### src/rtl/core/olte_pkg.sv
// Shared types, codes and defaults for the ordered list table engine.
`timescale 1ns / 1ps

package olte_pkg;

  localparam int DEPTH_DEFAULT      = 16;
  localparam int WORD_WIDTH_DEFAULT = 32;

  // Beat field widths.
  localparam int OP_W   = 3;
  localparam int POS_W  = 5;
  localparam int VAL_W  = 32;
  localparam int ST_W   = 2;
  localparam int HIDX_W = 4;
  localparam int CNT_W  = 5;

  // Operation codes.
  localparam logic [OP_W-1:0] OP_PUSH_BACK  = 3'd0;
  localparam logic [OP_W-1:0] OP_PUSH_FRONT = 3'd1;
  localparam logic [OP_W-1:0] OP_POP_BACK   = 3'd2;
  localparam logic [OP_W-1:0] OP_POP_FRONT  = 3'd3;
  localparam logic [OP_W-1:0] OP_INSERT     = 3'd4;
  localparam logic [OP_W-1:0] OP_DELETE     = 3'd5;
  localparam logic [OP_W-1:0] OP_FIND       = 3'd6;

  // Status codes.
  localparam logic [ST_W-1:0] ST_DONE  = 2'd0;
  localparam logic [ST_W-1:0] ST_FULL  = 2'd1;
  localparam logic [ST_W-1:0] ST_EMPTY = 2'd2;
  localparam logic [ST_W-1:0] ST_RANGE = 2'd3;

  // Per-cell control for one cycle.
  typedef struct packed {
    logic load;         // take the broadcast word
    logic take_left;    // take the lower neighbor's entry
    logic take_right;   // take the upper neighbor's entry
    logic compare;      // capture the match of the entry against the key
    logic shift_match;  // take the upper neighbor's match bit
  } cell_ctrl_t;

endpackage

### src/rtl/core/olte_req_if.sv
// Request channel: operation, position and value with valid/ready.
`timescale 1ns / 1ps

interface olte_req_if;
  import olte_pkg::*;

  logic                     valid;
  logic                     ready;
  logic [OP_W-1:0]          operation;
  logic [POS_W-1:0]         position;
  logic signed [VAL_W-1:0]  value;

  modport source (output valid, output operation, output position, output value,
                  input ready);
  modport sink   (input valid, input operation, input position, input value,
                  output ready);
endinterface

### src/rtl/core/olte_rsp_if.sv
// Response channel: status, find result and entry count with valid/ready.
`timescale 1ns / 1ps

interface olte_rsp_if;
  import olte_pkg::*;

  logic              valid;
  logic              ready;
  logic [ST_W-1:0]   status;
  logic              hit;
  logic [HIDX_W-1:0] hit_index;
  logic [CNT_W-1:0]  entry_count;

  modport source (output valid, output status, output hit, output hit_index,
                  output entry_count, input ready);
  modport sink   (input valid, input status, input hit, input hit_index,
                  input entry_count, output ready);
endinterface

### src/rtl/core/ordered_list_table_engine.sv
// Top level: ordered list held in a row of cells, with request and response channels.
//
// Each request beat on req carries one operation on the list; each produces exactly
// one response beat on rsp with status, hit flag, hit index and the entry count after
// the operation. Pushes, pop front, insert and delete load or shift the cells at and
// above the target slot in the cycle the request is taken, and pop back only lowers
// the count: a new request is taken every cycle while the receiver keeps up, and the
// response shows the cycle after. Find captures a compare result in every cell in the
// cycle it is taken, then walks the match bits down the cell row toward slot 0, one
// slot per cycle, until a hit or the count is reached; no request is taken meanwhile.
// Responses sit in an output register; a request is taken only when that register is
// empty or is being emptied in the same cycle, so a stalled receiver stalls req.
// Reset empties the list and drops any pending response. Entry contents are not
// cleared; only slots below the count are ever read.
`timescale 1ns / 1ps

module ordered_list_table_engine #(
  parameter int DEPTH      = olte_pkg::DEPTH_DEFAULT,
  parameter int WORD_WIDTH = olte_pkg::WORD_WIDTH_DEFAULT
) (
  input  logic      clk,
  input  logic      rst,
  olte_req_if.sink  req,
  olte_rsp_if.source rsp
);
  import olte_pkg::*;

  localparam int NUM_W = $clog2(DEPTH + 1);
  localparam int IDX_W = (DEPTH > 1) ? $clog2(DEPTH) : 1;
  localparam int CMP_W = ((NUM_W > POS_W) ? NUM_W : POS_W) + 1;

  typedef enum logic [1:0] {
    S_IDLE = 2'b01,
    S_SCAN = 2'b10
  } state_t;

  state_t              state;
  state_t              state_next;
  logic [NUM_W-1:0]    count;
  logic [NUM_W-1:0]    count_next;
  logic [NUM_W-1:0]    scan_idx;

  logic                rsp_valid;
  logic [ST_W-1:0]     rsp_status;
  logic                rsp_hit;
  logic [HIDX_W-1:0]   rsp_hit_index;
  logic [CNT_W-1:0]    rsp_entry_count;

  logic                accept;
  logic                full;
  logic                empty;
  logic signed [63:0]  value_ext;
  logic [WORD_WIDTH-1:0] word_in;
  logic [CMP_W-1:0]    pos_ext;
  logic [CMP_W-1:0]    cnt_ext;
  logic [CMP_W-1:0]    pos_m1;
  logic                ins_pos_ok;
  logic                del_pos_ok;

  logic                do_ins;
  logic                do_del;
  logic                do_drop;
  logic                do_find;
  logic [IDX_W-1:0]    slot;
  logic [ST_W-1:0]     status_c;

  logic                scan_miss;
  logic                scan_hit;
  logic                scan_step;

  cell_ctrl_t            ctrl       [DEPTH];
  logic [WORD_WIDTH-1:0] entries    [DEPTH];
  logic                  match_bits [DEPTH];

  assign accept    = req.valid && req.ready;
  assign req.ready = (state == S_IDLE) && (!rsp_valid || rsp.ready);

  assign full  = (count == NUM_W'(DEPTH));
  assign empty = (count == '0);

  assign value_ext = 64'(req.value);
  assign word_in   = value_ext[WORD_WIDTH-1:0];

  assign pos_ext    = CMP_W'(req.position);
  assign cnt_ext    = CMP_W'(count);
  assign pos_m1     = pos_ext - CMP_W'(1);
  assign ins_pos_ok = (pos_ext != '0) && (pos_ext <= cnt_ext + CMP_W'(1));
  assign del_pos_ok = (pos_ext != '0) && (pos_ext <= cnt_ext);

  // Decode the request into a row operation and a status.
  always_comb begin
    do_ins   = 1'b0;
    do_del   = 1'b0;
    do_drop  = 1'b0;
    do_find  = 1'b0;
    slot     = '0;
    status_c = ST_DONE;
    case (req.operation)
      OP_PUSH_BACK: begin
        if (full) begin
          status_c = ST_FULL;
        end else begin
          do_ins = 1'b1;
          slot   = count[IDX_W-1:0];
        end
      end
      OP_PUSH_FRONT: begin
        if (full) begin
          status_c = ST_FULL;
        end else begin
          do_ins = 1'b1;
        end
      end
      OP_POP_BACK: begin
        if (empty) begin
          status_c = ST_EMPTY;
        end else begin
          do_drop = 1'b1;
        end
      end
      OP_POP_FRONT: begin
        if (empty) begin
          status_c = ST_EMPTY;
        end else begin
          do_del = 1'b1;
        end
      end
      OP_INSERT: begin
        if (full) begin
          status_c = ST_FULL;
        end else if (!ins_pos_ok) begin
          status_c = ST_RANGE;
        end else begin
          do_ins = 1'b1;
          slot   = pos_m1[IDX_W-1:0];
        end
      end
      OP_DELETE: begin
        if (empty) begin
          status_c = ST_EMPTY;
        end else if (!del_pos_ok) begin
          status_c = ST_RANGE;
        end else begin
          do_del = 1'b1;
          slot   = pos_m1[IDX_W-1:0];
        end
      end
      OP_FIND: begin
        do_find = 1'b1;
      end
      default: begin
      end
    endcase
  end

  always_comb begin
    count_next = count;
    if (accept && do_ins) begin
      count_next = count + NUM_W'(1);
    end else if (accept && (do_del || do_drop)) begin
      count_next = count - NUM_W'(1);
    end
  end

  // Match bits beyond the count are stale, so the count check comes first.
  assign scan_miss = (state == S_SCAN) && (scan_idx == count);
  assign scan_hit  = (state == S_SCAN) && !scan_miss && match_bits[0];
  assign scan_step = (state == S_SCAN) && !scan_miss && !match_bits[0];

  always_comb begin
    state_next = state;
    case (state)
      S_IDLE: begin
        if (accept && do_find) begin
          state_next = S_SCAN;
        end
      end
      S_SCAN: begin
        if (scan_miss || scan_hit) begin
          state_next = S_IDLE;
        end
      end
      default: begin
        state_next = S_IDLE;
      end
    endcase
  end

  always_ff @(posedge clk) begin
    if (rst) begin
      state     <= S_IDLE;
      count     <= '0;
      rsp_valid <= 1'b0;
    end else begin
      state <= state_next;
      count <= count_next;
      if ((accept && !do_find) || scan_miss || scan_hit) begin
        rsp_valid <= 1'b1;
      end else if (rsp.ready) begin
        rsp_valid <= 1'b0;
      end
    end
  end

  always_ff @(posedge clk) begin
    if (accept) begin
      scan_idx <= '0;
    end else if (scan_step) begin
      scan_idx <= scan_idx + NUM_W'(1);
    end
  end

  always_ff @(posedge clk) begin
    if (accept && !do_find) begin
      rsp_status      <= status_c;
      rsp_hit         <= 1'b0;
      rsp_hit_index   <= '0;
      rsp_entry_count <= CNT_W'(count_next);
    end else if (scan_miss || scan_hit) begin
      rsp_status      <= ST_DONE;
      rsp_hit         <= scan_hit;
      rsp_hit_index   <= scan_hit ? HIDX_W'(scan_idx) : '0;
      rsp_entry_count <= CNT_W'(count);
    end
  end

  assign rsp.valid       = rsp_valid;
  assign rsp.status      = rsp_status;
  assign rsp.hit         = rsp_hit;
  assign rsp.hit_index   = rsp_hit_index;
  assign rsp.entry_count = rsp_entry_count;

  // Row of cells; cells above the slot move up on insert, at or above it move down on delete.
  for (genvar i = 0; i < DEPTH; i++) begin : g_cell
    logic [WORD_WIDTH-1:0] left_entry;
    logic [WORD_WIDTH-1:0] right_entry;
    logic                  right_match;

    always_comb begin
      ctrl[i].load        = accept && do_ins && (IDX_W'(i) == slot);
      ctrl[i].take_left   = accept && do_ins && (IDX_W'(i) > slot);
      ctrl[i].take_right  = accept && do_del && (IDX_W'(i) >= slot);
      ctrl[i].compare     = accept && do_find;
      ctrl[i].shift_match = scan_step;
    end

    if (i == 0) begin : g_first
      assign left_entry = word_in;
    end else begin : g_mid_lo
      assign left_entry = entries[i-1];
    end

    if (i == DEPTH - 1) begin : g_last
      assign right_entry = entries[i];
      assign right_match = 1'b0;
    end else begin : g_mid_hi
      assign right_entry = entries[i+1];
      assign right_match = match_bits[i+1];
    end

    olte_cell #(
      .WORD_WIDTH (WORD_WIDTH)
    ) u_cell (
      .clk         (clk),
      .ctrl        (ctrl[i]),
      .word_in     (word_in),
      .left_entry  (left_entry),
      .right_entry (right_entry),
      .right_match (right_match),
      .entry       (entries[i]),
      .match       (match_bits[i])
    );
  end

endmodule

### src/rtl/core/olte_cell.sv
// One list slot: an entry register and a match bit, linked to both neighbors.
`timescale 1ns / 1ps

module olte_cell #(
  parameter int WORD_WIDTH = olte_pkg::WORD_WIDTH_DEFAULT
) (
  input  logic                  clk,
  input  olte_pkg::cell_ctrl_t  ctrl,
  input  logic [WORD_WIDTH-1:0] word_in,
  input  logic [WORD_WIDTH-1:0] left_entry,
  input  logic [WORD_WIDTH-1:0] right_entry,
  input  logic                  right_match,
  output logic [WORD_WIDTH-1:0] entry,
  output logic                  match
);
  import olte_pkg::*;

  always_ff @(posedge clk) begin
    if (ctrl.load) begin
      entry <= word_in;
    end else if (ctrl.take_left) begin
      entry <= left_entry;
    end else if (ctrl.take_right) begin
      entry <= right_entry;
    end
  end

  always_ff @(posedge clk) begin
    if (ctrl.compare) begin
      match <= (entry == word_in);
    end else if (ctrl.shift_match) begin
      match <= right_match;
    end
  end

endmodule

### src/flat_wrapper.sv
// flat-port wrapper written by rule: the top's interface ports become plain ports
module ordered_list_table_engine_flat import olte_pkg::*;
#(
  parameter int DEPTH      = olte_pkg::DEPTH_DEFAULT,
  parameter int WORD_WIDTH = olte_pkg::WORD_WIDTH_DEFAULT
)
  (clk, rst, req_valid, req_operation, req_position, req_value, req_ready, rsp_valid, rsp_status, rsp_hit, rsp_hit_index, rsp_entry_count, rsp_ready);
  olte_req_if req_i ();
  olte_rsp_if rsp_i ();
  input  logic clk;
  input  logic rst;
  input wire logic [$bits(req_i.valid)-1:0] req_valid;
  input wire logic [$bits(req_i.operation)-1:0] req_operation;
  input wire logic [$bits(req_i.position)-1:0] req_position;
  input wire logic [$bits(req_i.value)-1:0] req_value;
  output wire logic [$bits(req_i.ready)-1:0] req_ready;
  output wire logic [$bits(rsp_i.valid)-1:0] rsp_valid;
  output wire logic [$bits(rsp_i.status)-1:0] rsp_status;
  output wire logic [$bits(rsp_i.hit)-1:0] rsp_hit;
  output wire logic [$bits(rsp_i.hit_index)-1:0] rsp_hit_index;
  output wire logic [$bits(rsp_i.entry_count)-1:0] rsp_entry_count;
  input wire logic [$bits(rsp_i.ready)-1:0] rsp_ready;
  assign req_i.valid = req_valid;
  assign req_i.operation = req_operation;
  assign req_i.position = req_position;
  assign req_i.value = req_value;
  assign req_ready = req_i.ready;
  assign rsp_valid = rsp_i.valid;
  assign rsp_status = rsp_i.status;
  assign rsp_hit = rsp_i.hit;
  assign rsp_hit_index = rsp_i.hit_index;
  assign rsp_entry_count = rsp_i.entry_count;
  assign rsp_i.ready = rsp_ready;
  ordered_list_table_engine #(.DEPTH(DEPTH), .WORD_WIDTH(WORD_WIDTH)) u_core (.clk(clk), .rst(rst), .req(req_i), .rsp(rsp_i));
endmodule
### config.mk
export PLATFORM = sky130hd
export DESIGN_NAME = ordered_list_table_engine_flat
export DESIGN_NICKNAME = d
export VERILOG_FILES = /design/src/rtl/core/olte_pkg.sv /design/src/rtl/core/olte_req_if.sv /design/src/rtl/core/olte_rsp_if.sv /design/src/rtl/core/ordered_list_table_engine.sv /design/src/rtl/core/olte_cell.sv /design/src/flat_wrapper.sv
export SDC_FILE = /design/constraint.sdc
export NUM_CORES = 2
export LEC_CHECK = 0
export ABC_AREA = 1
export BUFFER_PORTS_ARGS = -buffer_cell sky130_fd_sc_hd__buf_2
export CAP_MARGIN = 10
export CELL_PAD_IN_SITES_DETAIL_PLACEMENT = 1
export CELL_PAD_IN_SITES_GLOBAL_PLACEMENT = 1
export CORE_UTILIZATION = 53
export CTS_BUF_LIST = sky130_fd_sc_hd__clkbuf_16
export DETAILED_ROUTE_END_ITERATION = 10
export PLACE_DENSITY_LB_ADDON = 0.3
export SLEW_MARGIN = 20
export SYNTH_ARGS = -nofsm -noshare
export SYNTH_HDL_FRONTEND = slang
export SYNTH_SLANG_ARGS = --single-unit
### constraint.sdc
create_clock -name clk -period 10.2 [get_ports clk]
set_input_delay 0 -clock clk [delete_from_list [all_inputs] [get_ports clk]]
set_output_delay 0 -clock clk [all_outputs]
set_load 0.05 [all_outputs]
==> metrics.yaml <==
timing:
  period_share_pct: 55.9
  fin_skew_ps: 12.7
  worstMarginPinSlew_ps: 1170
  fmax_mhz: 175
  setup_viol: 0
  drv_slew: 0
  slew-limit-headroom_pct: 21.8
  rsz0062_at_grt: "no"
  min_period_ps: 5710
  setup-tns-final_ps: 0
  hold_viol_final: 0
drt:
  drtIter0Drc: 4725
  drc: 0
  wl_per_cell_um: 31.7
  vias: 34080
  ant_nets: 0
  wl_um: 159000
  first_pass_iters: 7
  vias_per_cell: 6.81
layout:
  utilization_pct: 58.6
  drive_gt1_share_pct: 7.55
  area_growth_pct: 8.50
  finalInstanceArea_sq_mm: 0.0380
  nNetsFinal: 4151
  final.fill_count: 7680
grt:
  grt_use_total_pct: 46.8
  grt_pass1_wl_um: 228000
  grt_max_degree: 91
  gr-total-overflow: 0
  antenna_found_initial: 7
  grt_pass1_vias: 34380
logic_synthesis:
  synth_edf_count: 535
  ys_seq_elements: 553
  synthesis.nets: 4246
  ys_warn_count: 0
  synth_simple_gate_area_share_pct: 23.4
  synth_adder_area_share_pct: 0.536
  synthTopCellsByArea: "edfxtp_1 (46%), nand2_1 (12%), xnor2_1 (8.1%)"
  synth_top_family_by_area: "simple AND/OR/NAND/NOR gates"
  seq_area_frac_synth_pct: 46.9
  synth_compound_area_share_pct: 10.3
  async_flop_share_pct: 0
  synthMuxAreaShare_pct: 0
  synth.cell_area_sq_mm: 0.0350
  syn_inst: 4187
  synth.distinct_cells: 53
  ys.flop_type: "edfxtp_1"
  avgSynthCellArea_sq_um: 8.37
  synth_top_area_share_pct: 45.8
  yosysTopAreaCell: "edfxtp_1"
  synth_xor_area_share_pct: 11.0
critical_path:
  cp-end-kind: "flop"
  cpLargestDelayFamily: "buffers and inverters"
  slowest_delay_ps: 630
  path_cells: "inv_1, ha_1, inv_1, ha_1, nand2_1, nand2_1, nand2_1, nand2_1, nand2_1, nand2_1, nand2_1, nand2_1, o21bai_2, nand3_4, nor2_4, buf_4, nand2_4, nor2_4, buf_4, inv_2, buf_4, o21ai_4, buf_16"
  cp_common_cell: "nand2_1"
  critPathLaunchType: "flop"
  arrival_ps: 6040
  crit_slowest_cell: "nand2_4"
  critical_path_buf_inv_count: 7
  timing_worst_setup_path_type: "reg -> reg"
  cp.required_ps: 10530
  critPathMaxFanout: 90
floorplanning:
  fp.coreArea_sq_mm: 0.0649
  row_count: 93
  initial_core_util_pct: 54.0
  die_w_um: 259
  die-area_sq_mm: 0.0671
  fp.dieH_um: 259
  num_io_pins: 58
placed_design:
  place_area_sq_mm: 0.0358
  hpwl_um: 104000
  place_congestion: 0.976
  port_buffers: 57
status:
  run_status: "completed"
job:
  max_cap_viol_count: 0
cts:
  cts_buffer_depth: 3
  root_buffer: "clkbuf_16"
  clock_latency_ps: 630
  post-cts-setup-buffers: 0
  clkTransAtPathRegs_ps: 70
  cts_tree: "done"
  cts_made_buffers: 66
  cts_sinks: 553
  htree_levels: 3
power:
  p_leak_nw: 15.2
  power.density_mw_per_mm2: 166
  ir_worst_vdd_v: 0.000122
hold_path:
  hp-class: "in -> reg"
## worst reg2reg max path, cell delays in order, from the launching register on
cell and delay [ps]:
dfxtp_1 480, inv_1 190, ha_1 350, inv_1 50, ha_1 290, nand2_1 80, nand2_1 50, nand2_1 50
nand2_1 50, nand2_1 50, nand2_1 50, nand2_1 110, nand2_1 110, o21bai_2 170, nand3_4 240, nor2_4 170
buf_4 420, nand2_4 630, nor2_4 250, buf_4 500, inv_2 130, buf_4 390, o21ai_4 350, buf_16 250
## cell usage after synthesis, drive strengths merged (4+ instances only)
| library cell | instances |
|---|---|
| xor2 | 117 |
| nand2 | 1145 |
| clkbuf | 174 |
| nand3b | 33 |
| buf | 131 |
| o221ai | 6 |
| xnor2 | 324 |
| a221oi | 4 |
| dfxtp | 18 |
| o21ai | 398 |
| inv | 385 |
| nor4 | 30 |
| o2111ai | 4 |
| ha | 15 |
| o211ai | 153 |
| a21oi | 22 |
| o221a | 4 |
| or2 | 4 |
| nor3 | 41 |
| a32o | 6 |
| nor2 | 125 |
| o31ai | 4 |
| nand4 | 92 |
| edfxtp | 535 |
| nand3 | 403 |
## layout by cell type (no fill, tap or decap), types with 5 or more instances in the layout
master and n:
nand2_1 1122, edfxtp_1 535, nand3_1 395, inv_1 378
xnor2_1 324, o21ai_0 253, o211ai_1 153, o21ai_1 140
xor2_1 117, nor2_1 110, nand4_1 92, clkbuf_16 75
buf_4 75, buf_2 57, nor3_1 40, nand3b_1 32
nor4_1 30, inv_2 24, a21oi_1 19, dfxtp_1 18
nand2_2 16, ha_1 15, clkinv_1 14, clkinv_2 11
dlygate4sd3_1 9, nor2_4 8, nand3_2 7, nor2_2 7
nand2_4 7, a32o_1 6, o221ai_1 5
## what timing repair did
action	in CTS	in global routing
gates resized for setup	0	0
hold buffers	9	0
hold endpoints to repair	17	0
## report_power, final
part	switching, W	leakage, nW	internal [W]
Sequential	0.000189	5.08	0.00271
Combinational	0.000730	9.00	0.000318
Clock	0.00104	1.10	0.00134
## final timing paths
kind | slack (ps) | from | depth (start not counted) | to
worst max-delay path | 4490 | u_core.count[0] | 23 | u_core.g_cell[0].u_cell.entry[26]
worst min register to register | 480 | u_core.rsp.hit | 2 | u_core.rsp.hit
worst min-delay path | 120 | req_value[19] | 4 | u_core.g_cell[1].u_cell.entry[19]
worst max register to register | 4490 | u_core.count[0] | 23 | u_core.g_cell[0].u_cell.entry[26]
## layout make-up
cell class                 count  area (sq um)  area share (%)
tap                          855          1070            2.81
clock buffer                  75          1880            4.94
inverter                     387          1460            3.83
sequential                   553         16400            43.2
timing repair buffer         142           966            2.54
antenna                        4          10.0          0.0263
multi-input combinational   2942         16000            42.1
clock inverter                44           209           0.550
## per-stage QoR
stage                     setup WS, ps  power (W)  cells  hold slack (ps)
after detailed placement          4560    0.00391   4869              321
final                             4490    0.00632   5002              122
after CTS                         4480    0.00623   4997             84.5
after floorplan                   4310    0.00350   4187             69.1
after global routing              4160    0.00642   4998              114
after global placement            4650    0.00387   4869              310
## logic make-up after synthesis
group	count (synthesis)
and+or+nand+nor	1876
buffers and inverters	692
AOI/OAI and AO/OA	610
DFF	553
xor gates and xnor gates	441
adders and majority gates	15
## registers in the layout, indices dropped and copies added, names as in the netlist
signal,count
u_core.rsp.entry_count,5
u_core.count,5
u_core.rsp.hit,1
u_core.scan_idx,5
u_core.state,2
u_core.g_cell.u_cell.match,16
u_core.rsp.valid,1
u_core.g_cell.u_cell.entry,512
u_core.rsp.status,2
u_core.rsp.hit_index,4
## layer usage
metal  track usage, %  vias up  part of all wire, %
met2             70.2     2693                   43
met5                0        -                0.029
met4             39.7        6                   10
met3             14.9      939                   13
met1             54.5    16521                   34
li1                 -    13921                    -
Power figures use the tool's default switching activity.
